==> src/gvm_pkg.sv <==
`timescale 1ns / 1ps
// ----------------------------------------------------------------------------
// gvm_pkg
// Shared types and codes of the grain voice mixer: item layouts, operation
// codes, register indexes, per-grain state word and mixer control.
// ----------------------------------------------------------------------------
package gvm_pkg;

    typedef enum logic [1:0] {
        KIND_CLAIM = 2'd0,
        KIND_WRITE = 2'd1,
        KIND_START = 2'd2,
        KIND_TICK  = 2'd3
    } t_kind;

    typedef logic [1:0] t_cfg_idx;

    localparam t_cfg_idx CFG_GAIN    = 2'd0;
    localparam t_cfg_idx CFG_OVERLAP = 2'd1;

    typedef struct packed {
        t_kind              kind;
        logic [5:0]         slot;
        logic [9:0]         position;
        logic signed [15:0] sample_in;
        logic [15:0]        start_delay;
        logic [10:0]        grain_length;
    } t_in_item;

    typedef struct packed {
        logic               found;
        logic [5:0]         free_slot;
        logic [16:0]        max_end;
        logic signed [15:0] mix_sample;
    } t_out_item;

    typedef struct packed {
        t_cfg_idx    addr;
        logic [15:0] wdata;
    } t_cfg_item;

    // Per-grain state word kept in the grain state RAM
    typedef struct packed {
        logic [15:0] delay;
        logic [10:0] len;
        logic [10:0] rpos;
    } t_meta;

    typedef struct packed {
        logic clr;
        logic mul_en;
    } t_mac_ctl;

    typedef struct packed {
        logic busy;
    } t_mac_sts;

endpackage

==> src/gvm_mac.sv <==
`timescale 1ns / 1ps
// ----------------------------------------------------------------------------
// gvm_mac
// Shared multiply-accumulate unit: registered sample-times-gain product,
// wide accumulator, round-to-nearest by 4096 and saturation to 16 bits.
// ----------------------------------------------------------------------------
module gvm_mac import gvm_pkg::*; #(
    parameter int NUM_TERMS = 40
) (
    input  logic               i_clk,
    input  logic               i_rst_n,
    input  t_mac_ctl           i_ctl,
    input  logic signed [15:0] i_sample,
    input  logic [15:0]        i_gain,
    output t_mac_sts           o_sts,
    output logic signed [15:0] o_mix
);

    localparam int ACC_W = 33 + $clog2(NUM_TERMS + 1);
    localparam logic signed [ACC_W-1:0] RND    = ACC_W'(2048);
    localparam logic signed [ACC_W-1:0] SAT_HI = ACC_W'(32767);
    localparam logic signed [ACC_W-1:0] SAT_LO = ACC_W'(-32768);

    logic signed [32:0]      w_prod;
    logic signed [32:0]      r_prod;
    logic                    r_prod_vld;
    logic signed [ACC_W-1:0] r_acc;
    logic signed [ACC_W-1:0] w_rnd;
    logic signed [ACC_W-1:0] w_q;

    assign w_prod = $signed({1'b0, i_gain}) * i_sample;

    always_ff @(posedge i_clk) begin
        if (!i_rst_n) begin
            r_prod_vld <= 1'b0;
        end else begin
            r_prod_vld <= i_ctl.mul_en;
        end
        if (i_ctl.mul_en) begin
            r_prod <= w_prod;
        end
        if (i_ctl.clr) begin
            r_acc <= '0;
        end else if (r_prod_vld) begin
            r_acc <= r_acc + ACC_W'(r_prod);
        end
    end

    // floor((acc + 2048) / 4096), then clamp
    assign w_rnd = r_acc + RND;
    assign w_q   = w_rnd >>> 12;

    always_comb begin
        priority if (w_q > SAT_HI) begin
            o_mix = 16'sh7fff;
        end else if (w_q < SAT_LO) begin
            o_mix = -16'sh8000;
        end else begin
            o_mix = 16'(w_q);
        end
    end

    assign o_sts.busy = r_prod_vld;

endmodule

==> config.mk <==
export PLATFORM = sky130hd
export DESIGN_NAME = gvm_mac
export DESIGN_NICKNAME = d
export VERILOG_FILES = /design/src/gvm_pkg.sv /design/src/gvm_mac.sv
export SDC_FILE = /design/constraint.sdc
export NUM_CORES = 1
export LEC_CHECK = 0
export ABC_CLOCK_PERIOD_IN_PS = 7100
export BUFFER_PORTS_ARGS = -buffer_cell sky130_fd_sc_hd__buf_2
export CAP_MARGIN = 20
export CORE_MARGIN = 2
export CORE_UTILIZATION = 52
export CTS_CLUSTER_SIZE = 28
export DETAILED_ROUTE_END_ITERATION = 8
export GPL_ROUTABILITY_DRIVEN = 0
export PLACE_DENSITY_LB_ADDON = 0.3
export SLEW_MARGIN = 10
export SYNTH_ARGS = -nofsm -noshare
export SYNTH_HDL_FRONTEND = slang
export SYNTH_SLANG_ARGS = --single-unit
==> constraint.sdc <==
create_clock -name i_clk -period 7.1 [get_ports i_clk]
set_input_delay 0.355 -clock i_clk [delete_from_list [all_inputs] [get_ports i_clk]]
set_output_delay 0.355 -clock i_clk [all_outputs]
set_load 0.02 [all_outputs]
==> metrics.md, run 1 <==
| Metric | Value |
|---|---|
| Dominant combinational cell family by area after synthesis | `adder cells` |
| Clock tree from TritonCTS | `yes` |
| Share of final-layout standard cells stronger than drive strength 1 | `5.41%` |
| Number of buffers created by CTS | `9` |
| Final Critical Period | `6.19 ns` |
| Post-Synthesis Mean Instance Area | `8.80 µm²` |
| Sequential fraction of the synthesis area | `13.0%` |
| Initial antenna violation count | `0` |
| Slew @ Worst Pin | `0.790 ns` |
| Die boundary width | `167 µm` |
| Wire length of the first global-routing pass | `50800 µm` |
| Ordered cell list for the critical path | `buf_2, and2_1, fa_1, inv_1, fa_1, fa_1, fa_1, inv_1, fa_1, inv_1, fa_1, inv_1, ha_1, nand2_1, nor3_1, a211oi_1, nor4_1, buf_4, o21a_1, nand2_1, o311ai_0, a21oi_1, xnor2_1` |
| Buffers & Inverters on Critical Path | `6` |
| Area enclosed by the die boundary | `27900 µm²` |
| Largest stage delay on the critical path | `0.56 ns` |
| Post-Synthesis Cell Area | `13800 µm²` |
| Top cells by instance count after synthesis | `sky130_fd_sc_hd__inv_1 (261), sky130_fd_sc_hd__fa_1 (195), sky130_fd_sc_hd__nand2_1 (172)` |
| Antenna diode count | `0` |
| Final routed DRC violation total | `0` |
| Vias | `10.5k` |
| Hold Path Cell Cnt | `2` |
| Final cell count without fillers | `1925` |
| Overflow left after global routing | `0` |
| TNS Setup | `0 ns` |
| Area overhead of the layout relative to synthesis | `5.75%` |
| Clock Sink Count | `73` |
| Initial core utilization | `53.0%` |
| Core ar. | `26100 µm²` |
| Status | `completed` |
| Post-synthesis sequential element count | `73` |
| Share of the synthesized netlist area taken by xor and xnor gates | `5.20%` |
| Complex-gate fraction of the synthesized area | `11.3%` |
| Worst Skew | `0.00597 ns` |
| Height of the die | `167 µm` |
| Most instantiated flip-flop cell in the synthesis netlist | `sky130_fd_sc_hd__dfxtp_1` |
| Fin crit share | `87.1%` |
| Max Root-Sink Buffers | `2` |
| CTS H-tree lvls | `3` |
| Cell row count | `59` |
| Required arrival time at the worst endpoint | `7.18 ns` |
| Critical path launch point type | `input pin` |
| Critical setup path kind | `input pin to flop` |
| Synth unique cells | `71` |
| Maximum number of pins on one net before global-route repair | `46` |
| Peak fanout along the critical path | `16` |
| Average wire per standard cell | `15.3 µm` |
| Fin. max-slew vios | `0` |
| Router iterations before antenna repair | `7` |
| Worst r2r path cells | `12` |
| Worst hold endpoint | `o_sts$_SDFF_PN0_` |
| Buffers added on ports | `52` |
| Half-perimeter wire length after detailed placement | `24300 µm` |
| Share of flip-flops with an asynchronous set or reset after synthesis | `0%` |
| Reg-to-reg endpoint | `r_acc[38]$_SDFFE_PP0P_` |
| Final setup viols | `0` |
| Clock latency reported for the late side of the worst-skew pair | `0.33 ns` |
| Post-synth EDFFs | `33` |
| Crit-path leading delay family | `adder cells` |
| Cell chosen for the clock root | `sky130_fd_sc_hd__clkbuf_16` |
| Critical path arrival | `6.26 ns` |
| Number of DRC markers after the initial detailed-route iteration | `714` |
| Max cap viols | `0` |
| Leading area contributor after synthesis | `sky130_fd_sc_hd__fa_1` |
| Via/cell ratio | `5.44` |
| Post-CTS repair timing setup buffer count | `0` |
| Min-delay src | `i_rst_n` |
| Kind of end point of the critical path | `flop` |
| WL final | `29500 µm` |
| Multiplexer share of the synthesized area | `1.97%` |
| Endpoints failing hold | `0` |
| FF-to-FF Start | `r_prod[0]$_DFFE_PP_` |
| Clock-pin slew of the registers on the worst-case setup and hold paths | `0.05 ns` |
| Type of the most critical hold path | `input pin to flop` |
| Most instantiated library cell after synthesis | `sky130_fd_sc_hd__inv_1` |
| Final layout net count | `1977` |
| Highest-delay cell along the critical path | `sky130_fd_sc_hd__fa_1` |
| Vias in the first global route | `10.6k` |
| Number of nets produced by synthesis | `1962` |
| Achievable clock frequency | `162 MHz` |
| Post-detailed-route count of antenna-violating nets | `0` |
| Cell type with the highest occurrence count on the critical path | `sky130_fd_sc_hd__fa_1` |
| Total routing resource utilization after global routing | `21.9%` |
| Dominant cells by area after synthesis | `sky130_fd_sc_hd__fa_1 (28%), sky130_fd_sc_hd__ha_1 (15%), sky130_fd_sc_hd__edfxtp_1 (7.2%)` |
| Adder-cell share of the synthesized area | `42.8%` |
| Worst slew margin relative to its limit | `47.3%` |
| Unrepaired setup endpoints after global routing | `false` |
| Placed Cells | `1909` |
| Hold_buf cts | `0` |
| Synthesized netlist cell count | `1570` |
| Basic-gate share of the synthesized area counting and, or, nand and nor cells | `17.2%` |
| Post-CTS Resized | `0` |
| Yosys warnings | `0` |
| Worst reg-to-reg setup slack | `3.74 ns` |
| Number of top-level pins | `53` |
| Proportion of netlist area held by the largest area contributor | `28.3%` |
## worst reg2reg max path: cells and delay by family (launching register included)
| family | cells | cell delay [ns] |
|---|---|---|
| AOI/OAI and AO/OA | 6 | 1.71 |
| adders and majority gates | 2 | 0.43 |
| buffers and inverters | 1 | 0.08 |
| DFF | 1 | 0.36 |
| muxes | 1 | 0.32 |
| and+or+nand+nor | 2 | 0.35 |
## cell families after synthesis
family                     count (synthesis)
AOI/OAI and AO/OA                        241
xor gates and xnor gates                  82
adders and majority gates                356
buffers and inverters                    311
DFF                                       73
muxes                                     27
and+or+nand+nor                          480
## layout by cell type (no fill, tap or decap), drive strengths merged, types with 13 or more instances in the layout
cell type / n
and2: 122
fa: 195
dfxtp: 40
edfxtp: 33
nor2: 83
nand3: 13
a211oi: 14
and3: 13
a21oi: 64
o21ai: 57
nand2: 173
a21o: 29
xor2: 29
inv: 263
o21a: 15
xnor2: 53
nand4: 16
ha: 161
mux2i: 25
buf: 54
nand2b: 18
## registers in the layout (all words and copies together) (netlist names)
signal,flops
r_acc,39
r_prod,33
o_sts,1
## metrics by stage
step	setup WS [ns]	instance area, µm²	hold slack (ns)	util, %
after detailed placement	0.543	14300	0.492	54.9
after CTS	0.887	14600	0.232	56.1
after global routing	0.670	14600	0.234	56.1
after floorplan	0.927	13800	0.465	-
after global placement	0.663	14300	0.477	54.9
final	0.915	14600	0.235	56.1
## layout make-up
type	instances	area [µm²]
fillers	2308	11400
multi-input cells	1186	10800
flip-flops and latches	73	1790
inverters	261	980
well taps	335	419
repair buffers	54	275
clock buffers	9	225
clock inverters	7	68.8
## worst max-delay path by stage
stage	start	endpoint	slack, ns	depth (start not counted)
2_1_floorplan	i_sample[6]	r_prod[32]$_DFFE_PP_	0.93	22
3_3_place_gp	i_gain[5]	r_prod[32]$_DFFE_PP_	0.66	23
3_5_place_dp	i_gain[5]	r_prod[32]$_DFFE_PP_	0.54	23
4_1_cts	i_gain[5]	r_prod[32]$_DFFE_PP_	0.89	23
5_1_grt	i_sample[15]	r_prod[30]$_DFFE_PP_	0.67	21
6_report	i_gain[5]	r_prod[32]$_DFFE_PP_	0.91	23
## layer usage
metal / routed length (µm) / up-vias / global-route usage (%)
met5: 0 / - / 0
met3: 1680 / 34 / 2.50
met2: 13300 / 290 / 35.6
met4: 452 / 0 / 4.76
li1: - / 5139 / -
met1: 14100 / 5000 / 31.7
Power of run 1 is left out: the tool's default activity adds up to more than one toggle a clock period on the data nets, which glitch-free logic cannot reach.
==> run 2, diff against run 1 <==
--- a/config.mk
+++ b/config.mk
@@ -5,9 +5,11 @@
 export SDC_FILE = /design/constraint.sdc
 export NUM_CORES = 1
 export LEC_CHECK = 0
+export ABC_AREA = 1
 export ABC_CLOCK_PERIOD_IN_PS = 7100
 export BUFFER_PORTS_ARGS = -buffer_cell sky130_fd_sc_hd__buf_2
 export CAP_MARGIN = 20
+export CORE_ASPECT_RATIO = 0.75
 export CORE_MARGIN = 2
 export CORE_UTILIZATION = 52
 export CTS_CLUSTER_SIZE = 28
==> metrics.md, run 2 <==
| Metric | Value |
|---|---|
| Status | `completed` |
| Flip-flop count of the largest register after layout | `39` |
| WL final | `37800 µm` |
| Commonest cells after routing, fill and taps aside | `sky130_fd_sc_hd__nand2_1 (599), sky130_fd_sc_hd__inv_1 (521), sky130_fd_sc_hd__fa_1 (195)` |
| Height of the die | `152 µm` |
| FF-to-FF Start | `r_prod[0]$_DFFE_PP_` |
| Critical path arrival | `6.11 ns` |
| Most instantiated flip-flop cell in the synthesis netlist | `sky130_fd_sc_hd__dfxtp_1` |
| Initial antenna violation count | `0` |
| Clock latency reported for the late side of the worst-skew pair | `0.35 ns` |
| Vias in the first global route | `13.4k` |
| Synth unique cells | `37` |
| Sequential fraction of the synthesis area | `11.8%` |
| Leading area contributor after synthesis | `sky130_fd_sc_hd__fa_1` |
| Fin crit share | `84.8%` |
| Post-detailed-route count of antenna-violating nets | `0` |
| Cell chosen for the clock root | `sky130_fd_sc_hd__clkbuf_16` |
| FILL cells | `2833` |
| TNS Setup | `0 ns` |
| Post-CTS repair timing setup buffer count | `0` |
| Number of top-level pins | `53` |
| Timing startpoint of the critical path | `i_sample[15]` |
| Post-synth EDFFs | `33` |
| Via/cell ratio | `5.23` |
| Die boundary width | `201 µm` |
| Min-delay src | `i_rst_n` |
| Share of final-layout standard cells stronger than drive strength 1 | `4.50%` |
| Worst Skew | `0.0111 ns` |
| Dominant cells by area after synthesis | `sky130_fd_sc_hd__fa_1 (26%), sky130_fd_sc_hd__nand2_1 (15%), sky130_fd_sc_hd__ha_1 (13%)` |
| Pleak | `0.00920 µW` |
| Most common cell after layout, fill and taps aside | `sky130_fd_sc_hd__nand2_1` |
| Antenna diode count | `0` |
| Average wire per standard cell | `14.7 µm` |
| Number of nets produced by synthesis | `2570` |
| Endpoints failing hold | `0` |
| Synthesized netlist cell count | `2178` |
| Final layout net count | `2564` |
| Post-Synthesis Mean Instance Area | `6.97 µm²` |
| Most instantiated library cell after synthesis | `sky130_fd_sc_hd__nand2_1` |
| Worst slew margin relative to its limit | `45.2%` |
| Vias | `13.4k` |
| Final Critical Period | `6.02 ns` |
| Hold_buf cts | `0` |
| Number of DRC markers after the initial detailed-route iteration | `1268` |
| Final routed DRC violation total | `0` |
| Area occupied by multi-input gates | `11100 µm²` |
| Cell row count | `54` |
| Required arrival time at the worst endpoint | `7.19 ns` |
| Share of flip-flops with an asynchronous set or reset after synthesis | `0%` |
| Slew @ Worst Pin | `0.814 ns` |
| Achievable clock frequency | `166 MHz` |
| CTS H-tree lvls | `3` |
| Max Root-Sink Buffers | `2` |
| Post-synthesis sequential element count | `73` |
| Type of the most critical hold path | `input pin to flop` |
| Overflow left after global routing | `0` |
| Buffers added on ports | `52` |
| Area enclosed by the die boundary | `30600 µm²` |
| Post-CTS Resized | `0` |
| Top cells by instance count after synthesis | `sky130_fd_sc_hd__nand2_1 (599), sky130_fd_sc_hd__inv_1 (521), sky130_fd_sc_hd__fa_1 (195)` |
| Core ar. | `28900 µm²` |
| Final setup viols | `0` |
| Register ranked first by flip-flop count | `r_acc` |
| Clock Sink Count | `73` |
| Worst reg-to-reg setup slack | `4.34 ns` |
| Critical path launch point type | `input pin` |
| Critical setup path kind | `input pin to flop` |
| Highest ir drop seen on vdd | `0.710 mV` |
| Maximum number of pins on one net before global-route repair | `45` |
| Router iterations before antenna repair | `6` |
| Area overhead of the layout relative to synthesis | `5.37%` |
| Yosys warnings | `0` |
| Total routing resource utilization after global routing | `25.8%` |
| Sequential cell area in the final layout | `1790 µm²` |
| Final Total Pwr | `7790 µW` |
| Kind of end point of the critical path | `flop` |
| Half-perimeter wire length after detailed placement | `31400 µm` |
| Proportion of netlist area held by the largest area contributor | `25.7%` |
| Power Dens Cells | `487 nW/µm²` |
| Peak fanout along the critical path | `17` |
| Post-Synthesis Cell Area | `15200 µm²` |
| Max cap viols | `0` |
| Clock-pin slew of the registers on the worst-case setup and hold paths | `0.06 ns` |
| Unrepaired setup endpoints after global routing | `false` |
| Number of buffers created by CTS | `9` |
| Wire length of the first global-routing pass | `64500 µm` |
| Initial core utilization | `52.5%` |
| Fin. max-slew vios | `0` |
| Clock tree from TritonCTS | `yes` |
==> run 2: changes by cell type after synthesis, sizes merged, moves of 15 or more <==
cell	change
a21oi	+44
nand2b	-18
xnor2	-38
and2	-120
nor2	+93
a21o	-24
xor2	+15
inv	+260
clkbuf	+21
mux2i	-25
nand3	+63
nand2	+432
==> run 2: area by class of cell <==
cell class	instances	area share, %
Timing Repair Buffer	54	1.85
Tap cell	392	3.07
Clock inverter	7	0.532
Inverter	522	12.3
Multi-Input combinational cell	1512	69.7
Clock buffer	9	1.41
Sequential cell	73	11.2
==> run 2: stage by stage <==
stage                     util, %  cells  instance area, µm²  setup WS, ns  hold WS [ns]
after floorplan                 -   2178               15200          1.45         0.445
after global placement       54.1   2552               15700         0.858         0.453
after detailed placement     54.1   2552               15700         0.903         0.458
after CTS                    55.2   2568               16000          1.23         0.197
after global routing         55.3   2569               16000         0.704         0.205
final                        55.3   2569               16000          1.08         0.195
==> run 2: metal layers <==
| metal | vias to the layer above | GRT usage, % | wire (µm) |
|---|---|---|---|
| met1 | 6322 | 37.2 | 17000 |
| met2 | 543 | 41.1 | 16500 |
| li1 | 6511 | - | - |
| met4 | 0 | 5.04 | 639 |
| met5 | - | 0 | 0 |
| met3 | 59 | 4.50 | 3640 |
==> run 2: kinds of logic (layout without fill, tap and decap cells) <==
| kind of cell | count (synthesis) | in the layout | synth area share, % |
|---|---|---|---|
| xor+xnor | 59 | 59 | 3.41 |
| simple gates | 891 | 891 | 23.7 |
| flops | 73 | 73 | 11.8 |
| buf+inv | 593 | 592 | 14.8 |
| compound gates | 206 | 206 | 7.31 |
| fa+ha+maj | 356 | 356 | 39.0 |
==> run 2: worst paths after layout <==
path	depth (start not counted)	to
max reg2reg	11	r_acc[32]$_SDFFE_PP0P_
max	22	r_prod[31]$_DFFE_PP_
min reg2reg	2	r_acc[0]$_SDFFE_PP0P_
min	3	o_sts$_SDFF_PN0_
==> run 2: critical path, cell delays in order <==
cell,delay [ns]
sky130_fd_sc_hd__buf_2,0.09
sky130_fd_sc_hd__inv_1,0.23
sky130_fd_sc_hd__or2_2,0.38
sky130_fd_sc_hd__fa_1,0.54
sky130_fd_sc_hd__inv_1,0.05
sky130_fd_sc_hd__fa_1,0.53
sky130_fd_sc_hd__inv_1,0.05
sky130_fd_sc_hd__fa_1,0.53
sky130_fd_sc_hd__inv_1,0.06
sky130_fd_sc_hd__fa_1,0.53
sky130_fd_sc_hd__inv_1,0.05
sky130_fd_sc_hd__fa_1,0.52
sky130_fd_sc_hd__inv_1,0.04
sky130_fd_sc_hd__ha_1,0.29
sky130_fd_sc_hd__ha_1,0.39
sky130_fd_sc_hd__nand2_1,0.14
sky130_fd_sc_hd__nor2_1,0.17
sky130_fd_sc_hd__inv_1,0.10
sky130_fd_sc_hd__nor4_1,0.51
sky130_fd_sc_hd__nand4_1,0.30
sky130_fd_sc_hd__nand4_1,0.16
sky130_fd_sc_hd__xor2_1,0.08
==> run 2: where the power goes <==
group	internal, µW	total, µW	leakage (µW)	switching [µW]
Sequential	831	914	0.000653	83.6
Combinational	2280	6390	0.00840	4110
Clock	280	483	0.000153	203
Note: power is estimated with default switching activity, not from simulation.
==> run 3, diff against run 2 <==
--- a/config.mk
+++ b/config.mk
@@ -5,8 +5,8 @@
 export SDC_FILE = /design/constraint.sdc
 export NUM_CORES = 1
 export LEC_CHECK = 0
-export ABC_AREA = 1
-export ABC_CLOCK_PERIOD_IN_PS = 7100
+export ABC_AREA = 0
+export ABC_CLOCK_PERIOD_IN_PS = 5700
 export BUFFER_PORTS_ARGS = -buffer_cell sky130_fd_sc_hd__buf_2
 export CAP_MARGIN = 20
 export CORE_ASPECT_RATIO = 0.75
==> constraint.sdc (replaced) <==
create_clock -name i_clk -period 5.7 [get_ports i_clk]
set_input_delay 0.285 -clock i_clk [delete_from_list [all_inputs] [get_ports i_clk]]
set_output_delay 0.285 -clock i_clk [all_outputs]
set_load 0.02 [all_outputs]
==> metrics.md, run 3 (synthesis results as in run 1) <==
| Metric | Value |
|---|---|
| Max cap viols | `0` |
| Max Root-Sink Buffers | `2` |
| Maximum number of pins on one net before global-route repair | `48` |
| Worst slew margin relative to its limit | `42.9%` |
| Fin crit share | `98.4%` |
| Average wire per standard cell | `15.9 µm` |
| Clock tree from TritonCTS | `yes` |
| Critical path arrival | `5.70 ns` |
| Number of DRC markers after the initial detailed-route iteration | `736` |
| WL final | `32600 µm` |
| Router iterations before antenna repair | `5` |
| Number of buffers created by CTS | `9` |
| Cell chosen for the clock root | `sky130_fd_sc_hd__clkbuf_16` |
| Critical setup path kind | `input pin to flop` |
| Die boundary width | `192 µm` |
| Worst Skew | `0.00993 ns` |
| Critical path launch point type | `input pin` |
| Initial antenna violation count | `0` |
| Required arrival time at the worst endpoint | `5.80 ns` |
| Commonest cells after routing, fill and taps aside | `sky130_fd_sc_hd__inv_1 (254), sky130_fd_sc_hd__fa_1 (185), sky130_fd_sc_hd__nand2_1 (168)` |
| Peak fanout along the critical path | `7` |
| Antenna diode count | `0` |
| Area enclosed by the die boundary | `27900 µm²` |
| Fin. max-slew vios | `0` |
| Slew @ Worst Pin | `0.857 ns` |
| Setup WS post-layout | `0.0934 ns` |
| Initial core utilization | `53.1%` |
| Final cell count without fillers | `2057` |
| Post-detailed-placement cell area | `15300 µm²` |
| Unrepaired setup endpoints after global routing | `true` |
| Share of final-layout standard cells stronger than drive strength 1 | `15.9%` |
| Status | `completed` |
| Wire length of the first global-routing pass | `56400 µm` |
| Kind of end point of the critical path | `flop` |
| Buffers added on ports | `52` |
| Overflow left after global routing | `0` |
| Final routed DRC violation total | `0` |
| Final setup viols | `0` |
| Core ar. | `26000 µm²` |
| Achievable clock frequency | `178 MHz` |
| Vias | `11.4k` |
| Cell row count | `51` |
| Endpoints failing hold | `0` |
| Number of top-level pins | `53` |
| Clock-pin slew of the registers on the worst-case setup and hold paths | `0.06 ns` |
| Register ranked first by flip-flop count | `r_acc` |
| Clock latency reported for the late side of the worst-skew pair | `0.35 ns` |
| Post-Place Worst Slack | `-0.523 ns` |
| Finished Core Util | `61.7%` |
| Height of the die | `145 µm` |
| Most common cell after layout, fill and taps aside | `sky130_fd_sc_hd__inv_1` |
| Total routing resource utilization after global routing | `24.8%` |
| Type of the most critical hold path | `input pin to flop` |
| Final layout net count | `2100` |
| Via/cell ratio | `5.56` |
| Area overhead of the layout relative to synthesis | `16.3%` |
| Placed Cells | `2037` |
| Final std cell area, no fill | `16100 µm²` |
| Post-detailed-route count of antenna-violating nets | `0` |
| Final Critical Period | `5.61 ns` |
| Clock Sink Count | `73` |
| Vias in the first global route | `11.9k` |
| Flip-flop count of the largest register after layout | `39` |
| Half-perimeter wire length after detailed placement | `26900 µm` |
| CTS H-tree lvls | `3` |
## run 3: cell types whose count changed in the layout (fill, tap and decap cells not counted), moves of 38 or more
cell / previous run / this run
sky130_fd_sc_hd__nand2_1: 599 / 168
sky130_fd_sc_hd__nand3_1: 74 / 13
sky130_fd_sc_hd__and2_1: 2 / 111
sky130_fd_sc_hd__inv_1: 521 / 254
sky130_fd_sc_hd__buf_4: 1 / 122
sky130_fd_sc_hd__a21oi_1: 108 / 57
sky130_fd_sc_hd__nor2_1: 165 / 77
sky130_fd_sc_hd__xnor2_1: 15 / 53
## run 3: final cells by class
type / instances / area [µm²]
multi-input cells: 1186 / 11200
clock inverters: 4 / 25.0
inverters: 261 / 982
clock buffers: 12 / 259
fillers: 2218 / 9970
flip-flops and latches: 73 / 1790
repair buffers: 177 / 1400
well taps: 344 / 430
## run 3: final timing paths
check,start,to,slack (ns),cells past startpoint
worst min register to register,r_acc[8]$_SDFFE_PP0P_,r_acc[8]$_SDFFE_PP0P_,0.49,2
worst max register to register,r_prod[1]$_DFFE_PP_,r_acc[35]$_SDFFE_PP0P_,2.12,10
worst min-delay path,i_rst_n,o_sts$_SDFF_PN0_,0.14,2
worst max-delay path,i_gain[12],r_prod[30]$_DFFE_PP_,0.09,22
## run 3: metrics by stage
step	TNS (ns)	hold WS (ns)
5_1_grt	-0.366	0.150
2_1_floorplan	0	0.397
3_5_place_dp	-4.59	0.489
6_report	0	0.139
4_1_cts	0	0.135
3_3_place_gp	-2.91	0.477
## run 3: routing by layer
metal	global-route usage, %	share of wire (%)
met1	34.6	45
met2	41.3	48
met3	3.22	5.9
met4	4.73	1.1
met5	0	0
## run 3: worst max-delay path, stage by stage
cell	delay [ns]
sky130_fd_sc_hd__buf_4	0.15
sky130_fd_sc_hd__and2_4	0.17
sky130_fd_sc_hd__fa_1	0.53
sky130_fd_sc_hd__inv_1	0.07
sky130_fd_sc_hd__fa_2	0.56
sky130_fd_sc_hd__inv_1	0.05
sky130_fd_sc_hd__fa_1	0.47
sky130_fd_sc_hd__fa_2	0.40
sky130_fd_sc_hd__fa_1	0.51
sky130_fd_sc_hd__inv_1	0.06
sky130_fd_sc_hd__fa_1	0.52
sky130_fd_sc_hd__inv_1	0.06
sky130_fd_sc_hd__ha_4	0.25
sky130_fd_sc_hd__a21o_1	0.17
sky130_fd_sc_hd__a21oi_2	0.16
sky130_fd_sc_hd__a21oi_2	0.09
sky130_fd_sc_hd__or3_4	0.37
sky130_fd_sc_hd__o211ai_1	0.27
sky130_fd_sc_hd__a31oi_1	0.17
sky130_fd_sc_hd__o21a_1	0.21
sky130_fd_sc_hd__nor2_2	0.11
sky130_fd_sc_hd__xnor2_1	0.07
## run 3: what timing repair did
action,CTS,global route
buffers inserted,0,3
pin swaps,13,66
hold buffers,0,0
resized for setup,18,106
setup endpoints to repair,6,12
cloned,0,1
Power of run 3 is left out for the same reason.
